--- src/page_translation_table_macros.svh ---
// Assertion macros shared by the page translation table RTL
`ifndef PAGE_TRANSLATION_TABLE_MACROS_SVH
`define PAGE_TRANSLATION_TABLE_MACROS_SVH

// same-cycle implication, disabled during reset
`define PTT_ASSERT_IMP(lbl, ante, cons, msg) \
  lbl: assert property (@(posedge clk) disable iff (rst) (ante) |-> (cons)) \
    else $error(msg);

// next-cycle implication, disabled during reset
`define PTT_ASSERT_NXT(lbl, ante, cons, msg) \
  lbl: assert property (@(posedge clk) disable iff (rst) (ante) |=> (cons)) \
    else $error(msg);

`endif

--- src/ptt_pkg.sv ---
// Shared types and constants for the page translation table
package ptt_pkg;

  localparam int DEF_ENTRIES   = 64;
  localparam int DEF_PAGE_BITS = 12;
  localparam int ADDR_W        = 64;
  localparam int FLAG_W        = 32;
  localparam int CMD_W         = 3;
  localparam int STATUS_W      = 2;
  localparam int LIVE_W        = 7;
  localparam int LIVE_MAX      = 127;

  typedef enum logic [CMD_W-1:0] {
    CMD_MAP         = 3'd0,
    CMD_UNMAP_RANGE = 3'd1,
    CMD_UNMAP_PAGE  = 3'd2,
    CMD_QUERY       = 3'd3,
    CMD_PROTECT     = 3'd4,
    CMD_CLEAR_FLAGS = 3'd5
  } cmd_t;

  typedef enum logic [STATUS_W-1:0] {
    ST_OK        = 2'd0,
    ST_NOT_FOUND = 2'd1,
    ST_NO_SPACE  = 2'd2
  } outcome_t;

  typedef enum logic [1:0] {
    S_IDLE,
    S_SCAN,
    S_RESP
  } state_t;

  // sequencer to compare unit
  typedef struct packed {
    logic load;   // latch a new command, clear accumulators
    logic step;   // one entry passes the compare unit
  } ctl_t;

  // compare unit to output register
  typedef struct packed {
    outcome_t            status;
    logic [ADDR_W-1:0]   phys_out;
    logic [FLAG_W-1:0]   flags_out;
    logic [LIVE_W-1:0]   live_count;
  } res_t;

endpackage

--- src/ptt_head.sv ---
// Compare and update unit at the head of the ring, with live count
module ptt_head
  import ptt_pkg::*;
#(
  parameter int ENTRIES   = DEF_ENTRIES,
  parameter int PAGE_BITS = DEF_PAGE_BITS
) (
  input  logic                           clk,
  input  logic                           rst,
  input  ctl_t                           ctl,
  input  logic [CMD_W-1:0]               command,
  input  logic [ADDR_W-1:0]              address,
  input  logic [ADDR_W-1:0]              end_address,
  input  logic [ADDR_W-1:0]              phys_address,
  input  logic [FLAG_W-1:0]              flag_bits,
  input  logic                           e_valid,
  input  logic [ADDR_W-PAGE_BITS-1:0]    e_tag,
  input  logic [ADDR_W-PAGE_BITS-1:0]    e_phys,
  input  logic [FLAG_W-1:0]              e_flags,
  output logic                           o_valid,
  output logic [ADDR_W-PAGE_BITS-1:0]    o_tag,
  output logic [ADDR_W-PAGE_BITS-1:0]    o_phys,
  output logic [FLAG_W-1:0]              o_flags,
  output res_t                           res
);

  localparam int TAG_W   = ADDR_W - PAGE_BITS;
  localparam int COUNT_W = $clog2(ENTRIES + 1);

  cmd_t              cmd_q;
  logic [TAG_W-1:0]  tag_q;
  logic [PAGE_BITS-1:0] off_q;
  logic [TAG_W:0]    end_tag_q;
  logic [TAG_W-1:0]  pp_q;
  logic [FLAG_W-1:0] flg_q;

  logic              hit, hit_next;
  logic              ins, ins_next;
  logic [TAG_W-1:0]  qphys, qphys_next;
  logic [FLAG_W-1:0] qflags, qflags_next;
  logic [COUNT_W-1:0] count, count_next;

  logic [ADDR_W:0]   end_round;
  logic              match;
  logic              in_rng;

  // end page rounded up: page_addr < end  <=>  tag < ceil(end / page)
  assign end_round = {1'b0, end_address} + {{(TAG_W + 1){1'b0}}, {PAGE_BITS{1'b1}}};

  always_ff @(posedge clk) begin
    if (ctl.load) begin
      cmd_q     <= cmd_t'(command);
      tag_q     <= address[ADDR_W-1:PAGE_BITS];
      off_q     <= address[PAGE_BITS-1:0];
      end_tag_q <= end_round[ADDR_W:PAGE_BITS];
      pp_q      <= phys_address[ADDR_W-1:PAGE_BITS];
      flg_q     <= flag_bits;
    end
  end

  always_ff @(posedge clk) begin
    if (rst) begin
      hit   <= 1'b0;
      ins   <= 1'b0;
      count <= '0;
    end else begin
      hit   <= hit_next;
      ins   <= ins_next;
      count <= count_next;
    end
  end

  always_ff @(posedge clk) begin
    qphys  <= qphys_next;
    qflags <= qflags_next;
  end

  assign match  = e_valid && (e_tag == tag_q);
  assign in_rng = e_valid && (e_tag >= tag_q) && ({1'b0, e_tag} < end_tag_q);

  always_comb begin
    o_valid     = e_valid;
    o_tag       = e_tag;
    o_phys      = e_phys;
    o_flags     = e_flags;
    hit_next    = hit;
    ins_next    = ins;
    qphys_next  = qphys;
    qflags_next = qflags;
    count_next  = count;
    if (ctl.load) begin
      hit_next    = 1'b0;
      ins_next    = 1'b0;
      qphys_next  = '0;
      qflags_next = '0;
    end else if (ctl.step) begin
      unique case (cmd_q)
        CMD_MAP: begin
          // a free slot seen before the match is filled at once; the
          // stale match met later is dropped, so one copy survives
          if (match) begin
            hit_next = 1'b1;
            if (ins) begin
              o_valid    = 1'b0;
              count_next = count - COUNT_W'(1);
            end else begin
              o_phys  = pp_q;
              o_flags = flg_q;
            end
          end else if (!e_valid && !hit && !ins) begin
            ins_next   = 1'b1;
            o_valid    = 1'b1;
            o_tag      = tag_q;
            o_phys     = pp_q;
            o_flags    = flg_q;
            count_next = count + COUNT_W'(1);
          end
        end
        CMD_UNMAP_RANGE: begin
          if (in_rng) begin
            o_valid    = 1'b0;
            count_next = count - COUNT_W'(1);
          end
        end
        CMD_UNMAP_PAGE: begin
          if (match) begin
            hit_next   = 1'b1;
            o_valid    = 1'b0;
            count_next = count - COUNT_W'(1);
          end
        end
        CMD_QUERY: begin
          if (match) begin
            hit_next    = 1'b1;
            qphys_next  = e_phys;
            qflags_next = e_flags;
          end
        end
        CMD_PROTECT: begin
          if (in_rng) begin
            o_flags = flg_q;
          end
        end
        CMD_CLEAR_FLAGS: begin
          if (match) begin
            hit_next = 1'b1;
            o_flags  = e_flags & ~flg_q;
          end
        end
        default: begin
        end
      endcase
    end
  end

  always_comb begin
    res.phys_out  = '0;
    res.flags_out = '0;
    unique case (cmd_q) inside
      CMD_MAP: begin
        res.status = (hit || ins) ? ST_OK : ST_NO_SPACE;
      end
      CMD_UNMAP_PAGE, CMD_QUERY, CMD_CLEAR_FLAGS: begin
        res.status = hit ? ST_OK : ST_NOT_FOUND;
      end
      default: begin
        res.status = ST_OK;
      end
    endcase
    if (cmd_q == CMD_QUERY && hit) begin
      res.phys_out  = {qphys, off_q};
      res.flags_out = qflags;
    end
    res.live_count = (int'(count) > LIVE_MAX) ? LIVE_W'(LIVE_MAX) : LIVE_W'(count);
  end

endmodule

--- config.mk ---
export PLATFORM = sky130hd
export DESIGN_NAME = ptt_head
export DESIGN_NICKNAME = d
export VERILOG_FILES = /design/src/page_translation_table_macros.svh /design/src/ptt_pkg.sv /design/src/ptt_head.sv
export SDC_FILE = /design/constraint.sdc
export NUM_CORES = 1
export LEC_CHECK = 0
export BUFFER_PORTS_ARGS = -buffer_cell sky130_fd_sc_hd__buf_2
export CAP_MARGIN = 20
export CORE_AREA = 2 2 237 239
export DETAILED_ROUTE_END_ITERATION = 16
export DIE_AREA = 0 0 239 241
export PLACE_DENSITY = 0.66
export SYNTH_ARGS = -nofsm -noshare
export SYNTH_HDL_FRONTEND = slang
export SYNTH_SLANG_ARGS = --single-unit
--- constraint.sdc ---
create_clock -name clk -period 5.7 [get_ports clk]
set_input_delay 0.855 -clock clk [delete_from_list [all_inputs] [get_ports clk]]
set_output_delay 0.855 -clock clk [all_outputs]
set_load 0.1 [all_outputs]
Yosys cells after proc, flatten, opt, wreduce, memory -nomap -nowiden

Cells that the tools add are included.

Reduce and logical (&&, ||, !) cells: 19
$add $sub $neg: 3
Mux-type cells: 37
Bitwise operators: 4
Magnitude comparators: 2
Equality and inequality tests: 10

Operators with widths:

| operator               | count |
|---|---|
| $mux 52                | 11 |
| $mux 32                | 7 |
| $mux 96                | 1 |
| $pmux 32 s3            | 1 |
| $add 64x12->65 const B | 1 |
| $lt 52x53->1           | 1 |
| $eq 52x52->1           | 1 |
| $ge 52x52->1           | 1 |
| $mux 7                 | 5 |
| $and 32x32->32         | 1 |
| $not 32->32            | 1 |
| $pmux 7 s3             | 1 |
| $mux 1                 | 8 |
| $add 7x1->7 const B    | 1 |
| $reduce_and 7->1       | 1 |
| $sub 7x1->7 const B    | 1 |
| $eq 3x2->1 const B     | 2 |
| $eq 3x3->1 const B     | 2 |
| $logic_and 1x1->1      | 6 |
| $ne 3x3->1 const B     | 2 |
| $reduce_and 3->1       | 2 |
| $ne 2x2->1 const B     | 2 |
| $pmux 2 s2             | 1 |
| $reduce_and 4->1       | 1 |
| 11 further kinds       | 14 |

Input bits: 368
Logic and storage cells: 86
Output and inout bits: 242
Bits in registers: 297

Logic depth before layout (Yosys ltp)

Depth after elaboration: 8
Depth in mapped cells: 12
Mapped depth without buffers: 10

Least setup slack after synthesis

OpenSTA, ideal clock, no wires.

Path kind: input port to output port
Start: input port e_tag[50]
End: output port o_flags[30]
Stages: 9
Slack: 122 ps
Path buffers: 0
Data required time: 4845 ps
Arrival time: 4723 ps
Cell sequence: ha_1 > nand4_2 > nor4_4 > and4_4 > nor2_1 > nor2_1 > a211o_1 > a221oi_1 > a221oi_1

Word-level cells in the longest chain between the ends: 7
Elaborated cells on any way between the ends: 12
Those cells by class: order compare (2); eq/ne (1); mux (6); reduce/logical (3)

Ends and longest elaborated chain:

| element                         | RTL line        | text |
|---|---|---|
| from (decl)                     | ptt_head.sv:17  | `input logic [ADDR_W-PAGE_BITS-1:0] e_tag,` |
| $ge 52x52->1                    | ptt_head.sv:79  | `assign in_rng = e_valid && (e_tag >= tag_q) && ({1'b0, e_tag} < end_tag_q);` |
| $logic_and 1x1->1 (2 in series) | ptt_head.sv:79  |  |
| $mux 32                         | ptt_head.sv:140 | `if (in_rng) begin` |
| $pmux 32 s3 (*)                 | ptt_head.sv:97  | `unique case (cmd_q)` |
| $mux 32 (*)                     | ptt_head.sv:96  | `end else if (ctl.step) begin` |
| $mux 32 (*)                     | ptt_head.sv:91  | `if (ctl.load) begin` |
| to (decl)                       | ptt_head.sv:23  | `output logic [FLAG_W-1:0] o_flags,` |

Every way passes the cells marked *; elsewhere a longest branch is shown, timed or not.

Worst setup path after layout

Start: input port e_tag[47]
End: output port o_flags[0]

Same word-level chain as after synthesis.

==> flow_metrics.env <==
export IMPL_hold_viol=0
export IMPL_grt_pass1_wl_um=89930
export IMPL_fin_util=0.4085
export IMPL_p_leak_nw=10.42
export IMPL_drt_iter0_drc=1105
export IMPL_grt_max_degree=105
export IMPL_avgRoutedWirePerCell_um=20.22
export IMPL_vdd_drop_max_v=0.0002629
export IMPL_fin_crit_ns=5.178
export IMPL_maxSlewViolCount=0
export IMPL_multiInputGateArea_sq_mm=0.008147
export IMPL_crit_chain="buf_2 -> ha_1 -> nand4_1 -> nor4_4 -> and4_1 -> a211oi_1 -> o211ai_1 -> nand3_2 -> buf_4 -> a21oi_1 -> a2bb2oi_1 -> buf_12"
export IMPL_crit_family="simple AND/OR/NAND/NOR gates"
export IMPL_io_buffers=597
export IMPL_grt_pass1_vias=15220
export IMPL_antenna_found_initial=7
export IMPL_fmax_mhz=193.1
export IMPL_die_area_sq_mm=0.05760
export IMPL_synthCells=1791
export IMPL_hpwl_um=46900
export IMPL_status="completed"
export IMPL_cts_tree="built"
export IMPL_synth_common_cells="363 x nand2_1, 204 x edfxtp_1, 193 x a21oi_1"
export IMPL_min_from="qphys[10]"
export IMPL_reg2reg_to="qphys[45]"
export IMPL_synth_top_area_share=0.3601
export IMPL_critPathLaunchType="input port"
export IMPL_first_pass_iters=5
export IMPL_yosys_cell_count_top_type="nand2_1"
export IMPL_rows=86
export IMPL_cts_sink_count=297
export IMPL_async_reset_ff_frac=0
export IMPL_dr_total_vias=15860
export IMPL_ys_ff_latch=297
export IMPL_startpoint="e_tag[47]"
export IMPL_cts_resized=0
export IMPL_rsz0062_at_grt="false"
export IMPL_clk_pin_slew_ns=0.05
export IMPL_postCtsSetupBuffers=0
export IMPL_h_tree_depth=2
export IMPL_crit_path_max_fanout=32
export IMPL_totalPowerFinal_mw=6.455
export IMPL_worstMarginPinSlew_ns=1.084
export IMPL_yosysWarnings=0
export IMPL_grt_overflow_total=0
export IMPL_postSynthNetCount=2264
export IMPL_grt_total_usage=0.2037
export IMPL_gp_congestion=0.9190
export IMPL_root_buffer="clkbuf_16"
export IMPL_fin_nets=2814
export IMPL_fin_worst_skew_ns=0.03317
export IMPL_die_h_um=241
export IMPL_whs_path_depth=2
export IMPL_drv_cap=0
export IMPL_cpPeakStageDelay_ns=0.57
export IMPL_synth_edf_count=204
export IMPL_worst_path_max_delay_cell="nor4_4"
export IMPL_crit_required_ns=4.85
export IMPL_relSlewSlack=0.2771
export IMPL_whs_endpoint="qphys[10]"
export IMPL_clock_path_buffers=3
export IMPL_synth_cell_types=58
export IMPL_nFillCells=5378
export IMPL_cts_buffers=37
export IMPL_vias_per_cell=5.156
export IMPL_ys_seq_area_frac=0.4696
export IMPL_drcViolationCount=0
export IMPL_yosys_most_used_dff="edfxtp_1"
export IMPL_ant_nets=0
export IMPL_final_cells=3076
export IMPL_power_density_mw_per_mm2=287.9
export IMPL_wl_um=62190
export IMPL_worstSetupPathType="in -> out"
export IMPL_die_w_um=239
export IMPL_synth_area_sq_mm=0.01701
export IMPL_syn_avg_cell_area_sq_um=9.498
export IMPL_ioPinCount=610
export IMPL_hp_class="reg -> reg"
export IMPL_start_util=0.3100
export IMPL_synth_area_leaders="edfxtp_1 36%, dfxtp_1 11%, nand2_1 8.0%"
export IMPL_r2r_start="tag_q[47]"
export IMPL_worst_endpoint_arrival_ns=4.32
export IMPL_final_setup_viol_count=0
export IMPL_drive_gt1_frac=0.3124
export IMPL_cp_end_kind="primary output"
export IMPL_yosysTopAreaCell="edfxtp_1"
export IMPL_clk_latency_ns=0.55
export IMPL_area_growth_pct=31.80
export IMPL_r2r_cells=10
export IMPL_seqCellArea_sq_mm=0.007989
export IMPL_reg2reg_slack_ns=2.00
export IMPL_core_sq_mm=0.05488
export IMPL_crit_buf_inv=3
export IMPL_final_setup_tns_ns=0
export IMPL_period_share=0.9084
export IMPL_postCtsHoldBufs=0
export IMPL_dp_cells=3006
[worst max path at each step]
stage / to / cells after the start / slack (ns)
6_report: o_flags[0] / 12 / 0.52
5_1_grt: o_flags[24] / 13 / 0.28
4_1_cts: o_flags[22] / 13 / 0.49
3_5_place_dp: o_flags[22] / 12 / 0.49
3_3_place_gp: o_flags[22] / 12 / 0.53
2_1_floorplan: o_flags[30] / 9 / 0.12
[worst reg2reg max path: stages, from the launching register on]
cell	delay, ns
edfxtp_1	0.33
inv_1	0.06
ha_1	0.31
nand4_1	0.22
nor4_4	0.57
and4_4	0.34
buf_4	0.47
and3_4	0.73
buf_12	0.28
nand2_1	0.15
a21oi_1	0.16
[through the flow]
stage                     hold WS (ns)  worst slack, ns  cell area, sq um
after floorplan                 0.4274           0.1225             17010
after global placement          0.4338           0.5331             21120
after detailed placement        0.4402           0.4922             21120
after CTS                       0.4397           0.4885             22410
after global routing            0.4525           0.2774             22410
final                           0.4448           0.5219             22420
[placed cells by master, fill, tap and decap left out, drive strengths merged, types with 3 or more instances in the layout]
cell,synthesis,layout
inv,123,124
and3,140,140
o221ai,3,3
or3,8,8
o21a,8,8
dfxtp,93,93
o21ai,72,72
nor4,14,14
a221o,3,3
a21oi,193,193
nor2,31,31
nand3,33,33
a31oi,6,6
edfxtp,204,204
a211oi,38,38
a21o,5,5
xor2,17,17
a2bb2oi,32,32
mux2,53,53
a221oi,3,3
nor3,21,21
or4,4,4
clkbuf,76,52
bufinv,0,7
xnor2,37,37
nand4,33,33
clkinv,0,5
diode,0,3
nand2,363,363
nor2b,5,5
ha,105,105
buf,28,615
and4,7,7
o211ai,4,4
mux2i,4,4
nand2b,5,5
[cell families (layout without fill, tap and decap cells)]
kind of cell,after synthesis,after routing,share of synthesized area
buffers and inverters,227,805,0.05428
other,0,3,0
AOI/OAI and AO/OA,379,379,0.1323
muxes,57,57,0.04847
xor gates and xnor gates,54,54,0.02780
and+or+nand+nor,672,672,0.1903
DFF,297,297,0.4696
adders and majority gates,105,105,0.07723
[layer usage]
| metal | vias up | wire length (um) | track usage |
|---|---|---|---|
| li1 | 7514 | - | - |
| met1 | 7560 | 25140 | 0.2518 |
| met2 | 680 | 30940 | 0.3577 |
| met3 | 95 | 4749 | 0.04529 |
| met4 | 10 | 1291 | 0.05398 |
| met5 | - | 71 | 0 |
[registers in the layout (all words and copies together), names as in the netlist]
name,count
cmd_q,3
count,7
end_tag_q,53
flg_q,32
hit,1
ins,1
off_q,12
pp_q,52
qflags,32
qphys,52
tag_q,52
[area by class of cell]
type | count | share of cell area
clock inverter | 15 | 0.01200
clock buffer | 52 | 0.04565
timing repair buffer | 615 | 0.1624
inverter | 123 | 0.02059
antenna | 3 | 0.0003349
tap | 704 | 0.03929
multi-input combinational | 1267 | 0.3634
sequential | 297 | 0.3563
[report_power, final]
part / total (mW) / internal [mW] / switching [mW]
Sequential: 2.50 / 2.44 / 0.0603
Clock: 2.55 / 1.58 / 0.971
Combinational: 1.41 / 0.406 / 0.999
Total: 6.46 / 4.43 / 2.03
Note: power is estimated with default switching activity, not from simulation.
